<file path="src/design/bsud_pkg.sv">
// Package of the up/down bubble sorter: shared constants, the controller
// state type and the command and status structs between controller and datapath.
// Has no dependencies of its own.
package bsud_pkg;

  // Default capacity of the element store.
  localparam int unsigned MaxElementsDef = 64;

  // Width of one element.
  localparam int unsigned ValueW = 8;

  // Controller states.
  typedef enum logic [3:0] {
    StCollect,
    StSortInit,
    StPassStart,
    StPassFirst,
    StPassStep,
    StPassEnd,
    StOutRead,
    StOutLoad,
    StOutHold
  } bsud_state_e;

  // Read address selection of the element store.
  typedef enum logic [1:0] {
    RdZero,
    RdNext,
    RdOut
  } bsud_rd_sel_e;

  // Commands from the controller to the datapath.
  typedef struct packed {
    logic         store_in;    // an input item is accepted this cycle
    logic         sort_init;   // set up the pass limit and output index
    logic         pass_start;  // clear pass index and swap flag
    logic         first_load;  // take element 0 into the carry register
    logic         step;        // compare carry with next element, write back
    logic         pass_end;    // write carry to the end of the pass
    logic         out_load;    // load the output register from the store
    logic         out_next;    // advance the output index
    logic         run_done;    // empty the store for the next run
    bsud_rd_sel_e rd_sel;
  } bsud_cmd_t;

  // Status from the datapath to the controller.
  typedef struct packed {
    logic count_ge2;   // at least two elements stored
    logic at_limit;    // pass index has reached the pass limit
    logic swapped;     // the current pass swapped a pair
    logic limit_one;   // the pass just finished was one compare long
    logic out_last;    // output index points at the final element
    logic out_taken;   // the output item is taken this cycle
  } bsud_stat_t;

endpackage

</file>
<file path="src/design/bsud_datapath.sv">
// Datapath of the up/down bubble sorter: element store, counters, carry
// register, comparator, output register and the direction register.
// Depends on bsud_pkg.
module bsud_datapath
  import bsud_pkg::*;
#(
  parameter int unsigned MaxElements = MaxElementsDef
) (
  input  logic              clk_i,
  input  logic              rst_ni,
  input  bsud_cmd_t         cmd_i,
  output bsud_stat_t        stat_o,
  input  logic [ValueW-1:0] in_value_i,
  input  logic              cfg_valid_i,
  input  logic              cfg_data_i,
  output logic [ValueW-1:0] out_value_o,
  output logic              out_last_o,
  output logic              out_overflow_o,
  output logic              out_valid_o,
  input  logic              out_ready_i
);

  localparam int unsigned AddrW = $clog2(MaxElements);
  localparam int unsigned CntW  = $clog2(MaxElements + 1);

  logic [ValueW-1:0] mem_q [MaxElements];
  logic [ValueW-1:0] rdata_q;
  logic [CntW-1:0]   count_q, count_d;
  logic              dropped_q, dropped_d;
  logic              descending_q;
  logic [AddrW-1:0]  idx_q, idx_d;
  logic [AddrW-1:0]  limit_q, limit_d;
  logic [AddrW-1:0]  k_q, k_d;
  logic [ValueW-1:0] carry_q, carry_d;
  logic              swapped_q, swapped_d;
  logic [ValueW-1:0] out_value_q;
  logic              out_last_q, out_overflow_q, out_valid_q, out_valid_d;

  logic              full;
  logic              out_of_order;
  logic [ValueW-1:0] low_value;
  logic              wr_en;
  logic [AddrW-1:0]  wr_addr;
  logic [ValueW-1:0] wr_data;
  logic [AddrW-1:0]  rd_addr;
  logic              out_last;

  assign full = (count_q == CntW'(MaxElements));

  // Adjacent compare: carry holds the left element, the read data the right one.
  always_comb begin
    if (descending_q) begin
      out_of_order = $signed(carry_q) < $signed(rdata_q);
    end else begin
      out_of_order = $signed(carry_q) > $signed(rdata_q);
    end
    low_value = out_of_order ? rdata_q : carry_q;
  end

  assign out_last = (CntW'(k_q) == (count_q - CntW'(1)));

  // Write port of the element store.
  always_comb begin
    wr_en   = 1'b0;
    wr_addr = limit_q;
    wr_data = carry_q;
    if (cmd_i.store_in && !full) begin
      wr_en   = 1'b1;
      wr_addr = count_q[AddrW-1:0];
      wr_data = in_value_i;
    end else if (cmd_i.step) begin
      wr_en   = 1'b1;
      wr_addr = idx_q - AddrW'(1);
      wr_data = low_value;
    end else if (cmd_i.pass_end) begin
      wr_en   = 1'b1;
    end
  end

  // Read address of the element store.
  always_comb begin
    case (cmd_i.rd_sel)
      RdZero:  rd_addr = '0;
      RdNext:  rd_addr = idx_q + AddrW'(1);
      RdOut:   rd_addr = k_q;
      default: rd_addr = '0;
    endcase
  end

  // Element store with registered read data.
  always_ff @(posedge clk_i) begin
    if (wr_en) begin
      mem_q[wr_addr] <= wr_data;
    end
    rdata_q <= mem_q[rd_addr];
  end

  // Next values of counters and sorting registers.
  always_comb begin
    count_d     = count_q;
    dropped_d   = dropped_q;
    idx_d       = idx_q;
    limit_d     = limit_q;
    k_d         = k_q;
    carry_d     = carry_q;
    swapped_d   = swapped_q;
    out_valid_d = out_valid_q;
    if (cmd_i.store_in) begin
      if (full) begin
        dropped_d = 1'b1;
      end else begin
        count_d = count_q + CntW'(1);
      end
    end
    if (cmd_i.sort_init) begin
      limit_d = AddrW'(count_q - CntW'(1));
      k_d     = '0;
    end
    if (cmd_i.pass_start) begin
      idx_d     = '0;
      swapped_d = 1'b0;
    end
    if (cmd_i.first_load) begin
      carry_d = rdata_q;
      idx_d   = idx_q + AddrW'(1);
    end
    if (cmd_i.step) begin
      carry_d   = out_of_order ? carry_q : rdata_q;
      swapped_d = swapped_q | out_of_order;
      idx_d     = idx_q + AddrW'(1);
    end
    if (cmd_i.pass_end) begin
      limit_d = limit_q - AddrW'(1);
    end
    if (cmd_i.out_next) begin
      k_d = k_q + AddrW'(1);
    end
    if (cmd_i.run_done) begin
      count_d   = '0;
      dropped_d = 1'b0;
    end
    if (cmd_i.out_load) begin
      out_valid_d = 1'b1;
    end else if (out_ready_i) begin
      out_valid_d = 1'b0;
    end
  end

  // Control registers.
  always_ff @(posedge clk_i or negedge rst_ni) begin
    if (!rst_ni) begin
      count_q      <= '0;
      dropped_q    <= 1'b0;
      descending_q <= 1'b0;
      out_valid_q  <= 1'b0;
    end else begin
      count_q     <= count_d;
      dropped_q   <= dropped_d;
      out_valid_q <= out_valid_d;
      if (cfg_valid_i) begin
        descending_q <= cfg_data_i;
      end
    end
  end

  // Working registers of the sort.
  always_ff @(posedge clk_i) begin
    idx_q     <= idx_d;
    limit_q   <= limit_d;
    k_q       <= k_d;
    carry_q   <= carry_d;
    swapped_q <= swapped_d;
  end

  // Output register.
  always_ff @(posedge clk_i) begin
    if (cmd_i.out_load) begin
      out_value_q    <= rdata_q;
      out_last_q     <= out_last;
      out_overflow_q <= out_last & dropped_q;
    end
  end

  assign out_value_o    = out_value_q;
  assign out_last_o     = out_last_q;
  assign out_overflow_o = out_overflow_q;
  assign out_valid_o    = out_valid_q;

  always_comb begin
    stat_o.count_ge2 = (count_q >= CntW'(2));
    stat_o.at_limit  = (idx_q == limit_q);
    stat_o.swapped   = swapped_q;
    stat_o.limit_one = (limit_q == AddrW'(1));
    stat_o.out_last  = out_last;
    stat_o.out_taken = out_valid_q & out_ready_i;
  end

endmodule

</file>
<file path="src/design/bsud_ctrl.sv">
// Controller of the up/down bubble sorter: sequences collection, sort passes
// and the output burst by commands to the datapath.
// Depends on bsud_pkg.
module bsud_ctrl
  import bsud_pkg::*;
(
  input  logic       clk_i,
  input  logic       rst_ni,
  input  logic       in_valid_i,
  input  logic       in_last_i,
  output logic       in_ready_o,
  input  bsud_stat_t stat_i,
  output bsud_cmd_t  cmd_o
);

  bsud_state_e state_q, state_d;

  // State register.
  always_ff @(posedge clk_i or negedge rst_ni) begin
    if (!rst_ni) begin
      state_q <= StCollect;
    end else begin
      state_q <= state_d;
    end
  end

  // Next state and commands.
  always_comb begin
    state_d    = state_q;
    in_ready_o = 1'b0;
    cmd_o      = '0;
    cmd_o.rd_sel = RdZero;
    case (state_q)
      StCollect: begin
        in_ready_o     = 1'b1;
        cmd_o.store_in = in_valid_i;
        if (in_valid_i && in_last_i) begin
          state_d = StSortInit;
        end
      end
      StSortInit: begin
        cmd_o.sort_init = 1'b1;
        state_d = stat_i.count_ge2 ? StPassStart : StOutRead;
      end
      StPassStart: begin
        cmd_o.pass_start = 1'b1;
        cmd_o.rd_sel     = RdZero;
        state_d          = StPassFirst;
      end
      StPassFirst: begin
        cmd_o.first_load = 1'b1;
        cmd_o.rd_sel     = RdNext;
        state_d          = StPassStep;
      end
      StPassStep: begin
        cmd_o.step   = 1'b1;
        cmd_o.rd_sel = RdNext;
        if (stat_i.at_limit) begin
          state_d = StPassEnd;
        end
      end
      StPassEnd: begin
        // Stop after a pass without a swap or after the shortest pass.
        cmd_o.pass_end = 1'b1;
        if (!stat_i.swapped || stat_i.limit_one) begin
          state_d = StOutRead;
        end else begin
          state_d = StPassStart;
        end
      end
      StOutRead: begin
        cmd_o.rd_sel = RdOut;
        state_d      = StOutLoad;
      end
      StOutLoad: begin
        cmd_o.out_load = 1'b1;
        state_d        = StOutHold;
      end
      StOutHold: begin
        if (stat_i.out_taken) begin
          if (stat_i.out_last) begin
            cmd_o.run_done = 1'b1;
            state_d        = StCollect;
          end else begin
            cmd_o.out_next = 1'b1;
            state_d        = StOutRead;
          end
        end
      end
      default: begin
        state_d = StCollect;
      end
    endcase
  end

endmodule

</file>
<file path="src/design/bubble_sorter_up_down.sv">
// Up/down bubble sorter. An item is taken each cycle while a run is collected.
// After the closing item, the store is sorted in passes, at most N - 1 passes
// for N stored items; the sorted burst then leaves one item at a time, the next
// read from the store only after the sink has taken the last one.
// Reset empties the store count, clears the dropped flag and selects ascending
// order; store contents are not cleared.
module bubble_sorter_up_down
  import bsud_pkg::*;
#(
  parameter int unsigned MaxElements = MaxElementsDef
) (
  input  logic              clk_i,
  input  logic              rst_ni,
  input  logic              s_axis_tvalid,
  output logic              s_axis_tready,
  input  logic [ValueW-1:0] s_axis_tdata,   // [7:0] value
  input  logic              s_axis_tlast,
  output logic              m_axis_tvalid,
  input  logic              m_axis_tready,
  output logic [ValueW-1:0] m_axis_tdata,   // [7:0] sorted_value
  output logic              m_axis_tlast,
  output logic              m_axis_tuser,   // [0] overflow
  input  logic              cfg_valid_i,
  output logic              cfg_ready_o,
  input  logic              cfg_data_i      // [0] descending
);

  bsud_cmd_t  cmd;
  bsud_stat_t stat;

  // The direction register takes a write in any cycle.
  assign cfg_ready_o = 1'b1;

  bsud_ctrl u_ctrl (
    .clk_i      (clk_i),
    .rst_ni     (rst_ni),
    .in_valid_i (s_axis_tvalid),
    .in_last_i  (s_axis_tlast),
    .in_ready_o (s_axis_tready),
    .stat_i     (stat),
    .cmd_o      (cmd)
  );

  bsud_datapath #(
    .MaxElements (MaxElements)
  ) u_datapath (
    .clk_i          (clk_i),
    .rst_ni         (rst_ni),
    .cmd_i          (cmd),
    .stat_o         (stat),
    .in_value_i     (s_axis_tdata),
    .cfg_valid_i    (cfg_valid_i),
    .cfg_data_i     (cfg_data_i),
    .out_value_o    (m_axis_tdata),
    .out_last_o     (m_axis_tlast),
    .out_overflow_o (m_axis_tuser),
    .out_valid_o    (m_axis_tvalid),
    .out_ready_i    (m_axis_tready)
  );

endmodule
</file>
<file path="config.mk">
export PLATFORM = sky130hd
export DESIGN_NAME = bubble_sorter_up_down
export DESIGN_NICKNAME = d
export VERILOG_FILES = /design/src/design/bsud_pkg.sv /design/src/design/bsud_datapath.sv /design/src/design/bsud_ctrl.sv /design/src/design/bubble_sorter_up_down.sv
export SDC_FILE = /design/constraint.sdc
export NUM_CORES = 1
export LEC_CHECK = 0
export BUFFER_PORTS_ARGS = -buffer_cell sky130_fd_sc_hd__clkbuf_2
export CORE_AREA = 2 2 213 215
export CTS_CLUSTER_SIZE = 25
export DETAILED_ROUTE_END_ITERATION = 6
export DIE_AREA = 0 0 215 217
export HOLD_SLACK_MARGIN = 0.1
export PLACE_DENSITY = 0.7
export SYNTH_ARGS = -nofsm -noshare
export SYNTH_HDL_FRONTEND = slang
export SYNTH_SLANG_ARGS = --single-unit
</file>
<file path="constraint.sdc">
create_clock -name clk_i -period 16.98 [get_ports clk_i]
set_input_delay 0.849 -clock clk_i [delete_from_list [all_inputs] [get_ports clk_i]]
set_output_delay 0.849 -clock clk_i [all_outputs]
set_load 0.03 [all_outputs]
</file>
==> results.json, run 1 <==
{
  "status": "completed",
  "synth_area_mm2": 0.0241,
  "regArea_mm2": 0.0170,
  "power_density_mw_per_mm2": 196,
  "clock_sinks": 571,
  "setup_tns_ns": 0,
  "fin_nets": 1742,
  "final_cells": 2350,
  "synth_seq_cells": 571,
  "crit_path_frequent_cell": "mux2i_1",
  "crit_path_max_fanout": 73,
  "dp_hpwl_um": 38600,
  "clkPwrFrac_pct": 23.0,
  "hold_path.class": "in2async",
  "drv_cap": 0,
  "vias_per_cell": 6.48,
  "numCtsBuffers": 56,
  "fmax_mhz": 206,
  "cts_tree": "done",
  "cp-end-kind": "flip-flop",
  "cts_resized": 0,
  "clk_latency_ns": 0.63,
  "placedCellCount": 2250,
  "synthFlopType": "edfxtp_1",
  "crit_slowest_cell": "buf_4",
  "worstSetupPathType": "reg2reg",
  "fin_crit_ns": 4.85,
  "wl_um": 63300,
  "wl_per_cell_um": 27.0,
  "grt_first_pass_wirelength_um": 94800,
  "ir_worst_vdd_mv": 0.265,
  "htree_levels": 2,
  "place_congestion": 0.889,
  "hold_violations": 0,
  "seqPwrFrac_pct": 40.5,
  "initial_utilization_pct": 54.0,
  "cts_max_path_buffers": 3,
  "antenna_found_initial": 0,
  "max_stage_delay_ns": 0.79,
  "fin_crit_sh_pct": 28.6,
  "net-switching-power_mw": 2.01,
  "crit_chain": "nor2_1 > nand2_1 > a21o_1 > inv_1 > ha_1 > clkinv_1 > o21ai_4 > buf_4 > mux2i_1 > mux2i_1 > a22oi_1 > a21boi_0 > or4b_1",
  "worst-path-buf-inv": 3,
  "dr.pass1.iters": 7,
  "grt_pass1_vias": 14887,
  "p_int_mw": 3.20,
  "cp-start-kind": "flip-flop",
  "cp_data_arrival_time_ns": 5.35,
  "via_count": 15228,
  "reg2reg_slack_ns": 12.13,
  "syn_nets": 1722,
  "clk_pin_slew_ns": 0.06,
  "num_io_pins": 28,
  "multi_input_area_mm2": 0.00658,
  "gr-total-overflow": 0,
  "die_width_um": 215,
  "slew_violations": 0,
  "synth_cells": 1689,
  "ant_nets": 0,
  "antenna-diode-count": 0,
  "p_sw_share_pct": 38.6,
  "drive_above_1_share_pct": 11.1,
  "rsz0062_at_grt": "no",
  "finalClockSkew_ns": 0.0235,
  "postCtsSetupRepairBufs": 0,
  "comb_power_share_pct": 36.5,
  "synth_edf_count": 549,
  "required_ns": 17.48,
  "core_mm2": 0.0447,
  "final.fill_count": 3425,
  "synthToLayoutAreaGrowth_pct": 10.5,
  "r2r_end": "u_datapath.rdata_q[4]",
  "synthTopCellsByArea": "edfxtp_1 (68%), nand2_1 (3.5%), mux4_2 (2.7%)",
  "tightest_slew_ns": 1.19,
  "grt_use_total_pct": 27.4,
  "port_buffers": 26,
  "yosys.area.top_type": "edfxtp_1",
  "synth.avg_cell_area_um2": 14.3,
  "slew_headroom_pct": 20.2,
  "critical_path.top_delay_family": "buffers and inverters",
  "yosysWarnings": 0,
  "leakage_nw": 8.77,
  "num_rows": 78,
  "ctsHoldBuffers": 0,
  "yosysUniqueCellTypes": 76,
  "route.detailed.drc": 0,
  "grt_max_degree": 74,
  "reg2reg_depth": 13,
  "drtIter0Drc": 2066,
  "stdcell_area_mm2": 0.0267,
  "cts_root_buf": "clkbuf_16",
  "ys_async_sr_fraction_pct": 2.45,
  "place_area_mm2": 0.0249,
  "synth_top_area_share_pct": 68.3,
  "fp.dieArea_mm2": 0.0467,
  "setup-violations-final": 0,
  "chipHeight_um": 217,
  "synth_seq_area_share_pct": 70.5,
  "rr_startpoint": "u_ctrl.state_q[1]"
}
-- flip-flops by register name, indices dropped and copies added (netlist names), 4 cells and up --
name and flops:
u_datapath.rdata_q 8, u_datapath.out_value_o 8, u_ctrl.state_q 4, u_datapath.idx_q 6, u_datapath.k_q 6, u_datapath.mem_q 512
u_datapath.count_q 7, u_datapath.carry_q 8, u_datapath.limit_q 6
-- layout make-up --
cell class	count	area share, %
clock buffer	72	5.64
clock inverter	27	0.930
inverter	39	0.549
multi-input combinational	975	24.7
sequential	571	63.8
tap	600	2.82
timing repair buffer	66	1.61
-- power groups by stage --
stage	sequential [mW]	combinational [mW]	clock, mW
3_3_place_gp	2.13	1.82	0
4_1_cts	2.10	1.87	1.21
2_1_floorplan	2.10	1.19	0
5_1_grt	2.12	2.02	1.27
3_5_place_dp	2.13	1.86	0
6_report	2.11	1.90	1.20
-- layer usage --
metal	global-route usage, %	vias up	wire length, um
met5	0	-	0
met4	12.9	0	2970
met3	5.44	186	6860
met2	42.8	925	28900
met1	37.6	7554	24600
li1	-	6563	-
-- stage by stage --
step | power, mW | util [%] | setup slack [ns] | hold WS, ns
after floorplan | 3.29 | - | 10.10 | 0.448
after global placement | 3.95 | 55.7 | 12.34 | 0.490
after detailed placement | 4.00 | 55.7 | 12.23 | 0.488
after CTS | 5.18 | 59.6 | 12.21 | 0.128
after global routing | 5.41 | 59.6 | 11.79 | 0.154
final | 5.21 | 59.6 | 12.13 | 0.140
-- cells by family (layout without fill, tap and decap cells) --
group	count (synthesis)	in the layout	synth area share, %
buf+inv	143	204	2.53
simple gates	527	527	9.89
xor+xnor	38	38	1.41
other cells	1	1	0.0155
fa+ha+maj	18	18	0.934
flops	571	571	70.5
mux	97	97	5.59
compound gates	294	294	9.17
-- worst max path at each step --
stage | startpoint | endpoint | cells after the start
after floorplan | u_datapath.count_q[4] | u_datapath.mem_q[0][0] | 6
after global placement | u_ctrl.state_q[1] | u_datapath.rdata_q[4] | 13
after detailed placement | u_ctrl.state_q[1] | u_datapath.rdata_q[4] | 13
after CTS | u_ctrl.state_q[1] | u_datapath.rdata_q[4] | 13
after global routing | u_ctrl.state_q[0] | u_datapath.rdata_q[6] | 13
final | u_ctrl.state_q[1] | u_datapath.rdata_q[4] | 13
-- synth_stat cells, types with 7 or more instances --
| master | count |
|---|---|
| a211oi_1 | 19 |
| a21oi_1 | 37 |
| a22oi_1 | 14 |
| a311oi_1 | 11 |
| a31oi_1 | 15 |
| a32o_1 | 10 |
| a32oi_1 | 17 |
| and2_1 | 7 |
| and3_1 | 16 |
| buf_2 | 34 |
| buf_4 | 8 |
| clkbuf_1 | 59 |
| dfrtp_1 | 14 |
| dfxtp_1 | 8 |
| edfxtp_1 | 549 |
| ha_1 | 18 |
| inv_1 | 37 |
| mux2_2 | 11 |
| mux2i_1 | 57 |
| mux4_2 | 29 |
| nand2_1 | 228 |
| nand2b_1 | 9 |
| nand3_1 | 50 |
| nand4_1 | 11 |
| nor2_1 | 121 |
| nor2b_1 | 7 |
| nor3_1 | 17 |
| o211ai_1 | 52 |
| o21ai_0 | 27 |
| o311a_1 | 10 |
| o311ai_0 | 18 |
| or3_1 | 31 |
| xnor2_1 | 23 |
| xor2_1 | 14 |
-- cell usage in the layout, fill, tap and decap left out, types with 23 or more instances in the layout --
master       n
edfxtp_1   549
nand2_1    227
nor2_1     119
mux2i_1     57
clkbuf_16   57
o211ai_1    52
nand3_1     50
buf_4       39
inv_1       37
a21oi_1     37
or3_1       31
mux4_2      29
o21ai_0     27
clkbuf_2    26
xnor2_1     23
No activity file was read; power rests on OpenSTA's default activity.
==> run 2: changes to the inputs <==
- clock period: 16.98 -> 4.5 ns (I/O delays scaled with it)
==> run 2 against run 1 <==
Clock-buffer cell count grew 11; wire length increased by 4.5%; global-route usage grew 1.1 points; first-iteration DRC count rose by 21%; final cell count is 5.1% higher; sequential power increased to 3.7 times the previous value; largest cell class unchanged.
==> results.json, run 2 (same netlist as run 1, synthesis figures left out) <==
{
  "synthToLayoutAreaGrowth_pct": 15.1,
  "num_rows": 78,
  "port_buffers": 26,
  "fin_crit_ns": 4.14,
  "rr_startpoint": "u_ctrl.state_q[0]",
  "place_congestion": 0.933,
  "drv_cap": 0,
  "wl_um": 66200,
  "cp_data_arrival_time_ns": 4.62,
  "drive_above_1_share_pct": 16.5,
  "dr.pass1.iters": 6,
  "worstSetupPathType": "reg2reg",
  "ant_nets": 0,
  "fin_util_pct": 62.1,
  "status": "completed",
  "dp_slack_ns": 0.498,
  "route.detailed.drc": 0,
  "stdcell_area_mm2": 0.0278,
  "fp.dieArea_mm2": 0.0467,
  "whs_endpoint": "u_datapath.mem_q[11][0]",
  "fin_nets": 1856,
  "tightest_slew_ns": 1.22,
  "largest_register": "u_datapath.mem_q",
  "final_cells": 2471,
  "final_cell_mix": "edfxtp_1 (549), nand2_1 (227), buf_4 (141)",
  "rsz0062_at_grt": "no",
  "holdPathStages": 4,
  "reg2reg_slack_ns": 0.36,
  "r2r_end": "u_datapath.rdata_q[2]",
  "vias_per_cell": 6.43,
  "place_area_mm2": 0.0258,
  "final_common_cell": "edfxtp_1",
  "power_density_mw_per_mm2": 738,
  "grt_use_total_pct": 28.6,
  "cts_root_buf": "clkbuf_16",
  "p_total_mw": 20.5,
  "cp-end-kind": "flip-flop",
  "antenna_found_initial": 1,
  "htree_levels": 2,
  "grt_pass1_vias": 15394,
  "chipHeight_um": 217,
  "drtIter0Drc": 2499,
  "fin_crit_sh_pct": 91.9,
  "hold_violations": 0,
  "slew_violations": 0,
  "numCtsBuffers": 56,
  "placedCellCount": 2358,
  "clk_pin_slew_ns": 0.06,
  "grt_max_degree": 65,
  "postCtsSetupRepairBufs": 0,
  "num_io_pins": 28,
  "slew_headroom_pct": 18.5,
  "leakage_nw": 9.45,
  "setup-violations-final": 0,
  "whs_ns": 0.334,
  "required_ns": 4.98,
  "crit_path_max_fanout": 23,
  "finalClockSkew_ns": 0.0168,
  "fmax_mhz": 242,
  "cts_max_path_buffers": 3,
  "cts_tree": "done",
  "clk_latency_ns": 0.61,
  "hold_path.class": "in2reg",
  "dp_hpwl_um": 41900,
  "core_mm2": 0.0447,
  "via_count": 15880,
  "largest_register_ffs": 512,
  "die_width_um": 215,
  "reg2reg_depth": 15,
  "holdCritStartpoint": "s_axis_tdata[0]",
  "initial_utilization_pct": 54.0,
  "cp-start-kind": "flip-flop",
  "clock_sinks": 571,
  "antenna-diode-count": 0,
  "grt_first_pass_wirelength_um": 99100,
  "setup_tns_ns": 0,
  "gr-total-overflow": 0,
  "ir_worst_vdd_mv": 0.806,
  "wl_per_cell_um": 26.8,
  "layout_setup_ws_ns": 0.363
}
==> run 2: cell types whose count changed in the layout (fill, tap and decap cells not counted), moves of 2 or more <==
cell	previous run	this run
buf_4	39	141
clkbuf_1	13	21
clkinv_1	16	9
dlygate4sd3_1	0	7
buf_12	0	6
bufinv_16	4	8
clkbuf_8	2	4
inv_16	2	0
==> run 2: timing repair <==
action | in CTS | in global routing
hold endpoints to repair | 20 | 0
gates resized for setup | 0 | 0
hold buffers | 7 | 0
==> run 2: how the worst max path moves through the flow <==
| stage | start | end | slack, ns | cells after the start |
|---|---|---|---|---|
| global placement | u_ctrl.state_q[1] | u_datapath.rdata_q[4] | 0.47 | 12 |
| detailed placement | u_ctrl.state_q[1] | u_datapath.rdata_q[4] | 0.50 | 12 |
| global route | u_ctrl.state_q[1] | u_datapath.rdata_q[2] | 0.15 | 15 |
| CTS | u_ctrl.state_q[1] | u_datapath.rdata_q[4] | 0.47 | 12 |
| floorplan | u_datapath.count_q[4] | u_datapath.mem_q[0][1] | 0.47 | 7 |
| finish | u_ctrl.state_q[0] | u_datapath.rdata_q[2] | 0.36 | 15 |
==> run 2: final cells by class <==
cell class              instances  area, um2
clock buffers                  83       1590
clock inverters                23        318
fillers                      3353      16900
inverters                      39        146
multi-input cells             975       6590
flip-flops and latches        571      17000
well taps                     600        751
repair buffers                180       1380
==> run 2: worst max-delay path, cell delays in order, from the launching register on <==
cell	delay, ns
dfrtp_1	0.39
buf_4	0.18
nand3b_1	0.11
a21o_1	0.25
inv_1	0.09
ha_1	0.34
nor2b_1	0.19
buf_4	0.26
nor2_4	0.23
buf_4	0.27
buf_4	0.36
mux2_2	0.39
a222oi_1	0.46
o21ai_0	0.16
a22oi_1	0.20
nand4_1	0.10
==> run 2: power breakdown <==
group | internal (mW) | switching (mW) | total [mW]
logic | 2.31 | 5.43 | 7.73
clock network | 2.89 | 1.94 | 4.83
registers | 7.51 | 0.402 | 7.91
total | 12.7 | 7.77 | 20.5
==> run 2: routing by layer <==
layer	track usage [%]	part of all wire, %
met5	0	0.020
met4	12.7	4.6
met3	5.63	10
met2	44.7	46
met1	39.3	39
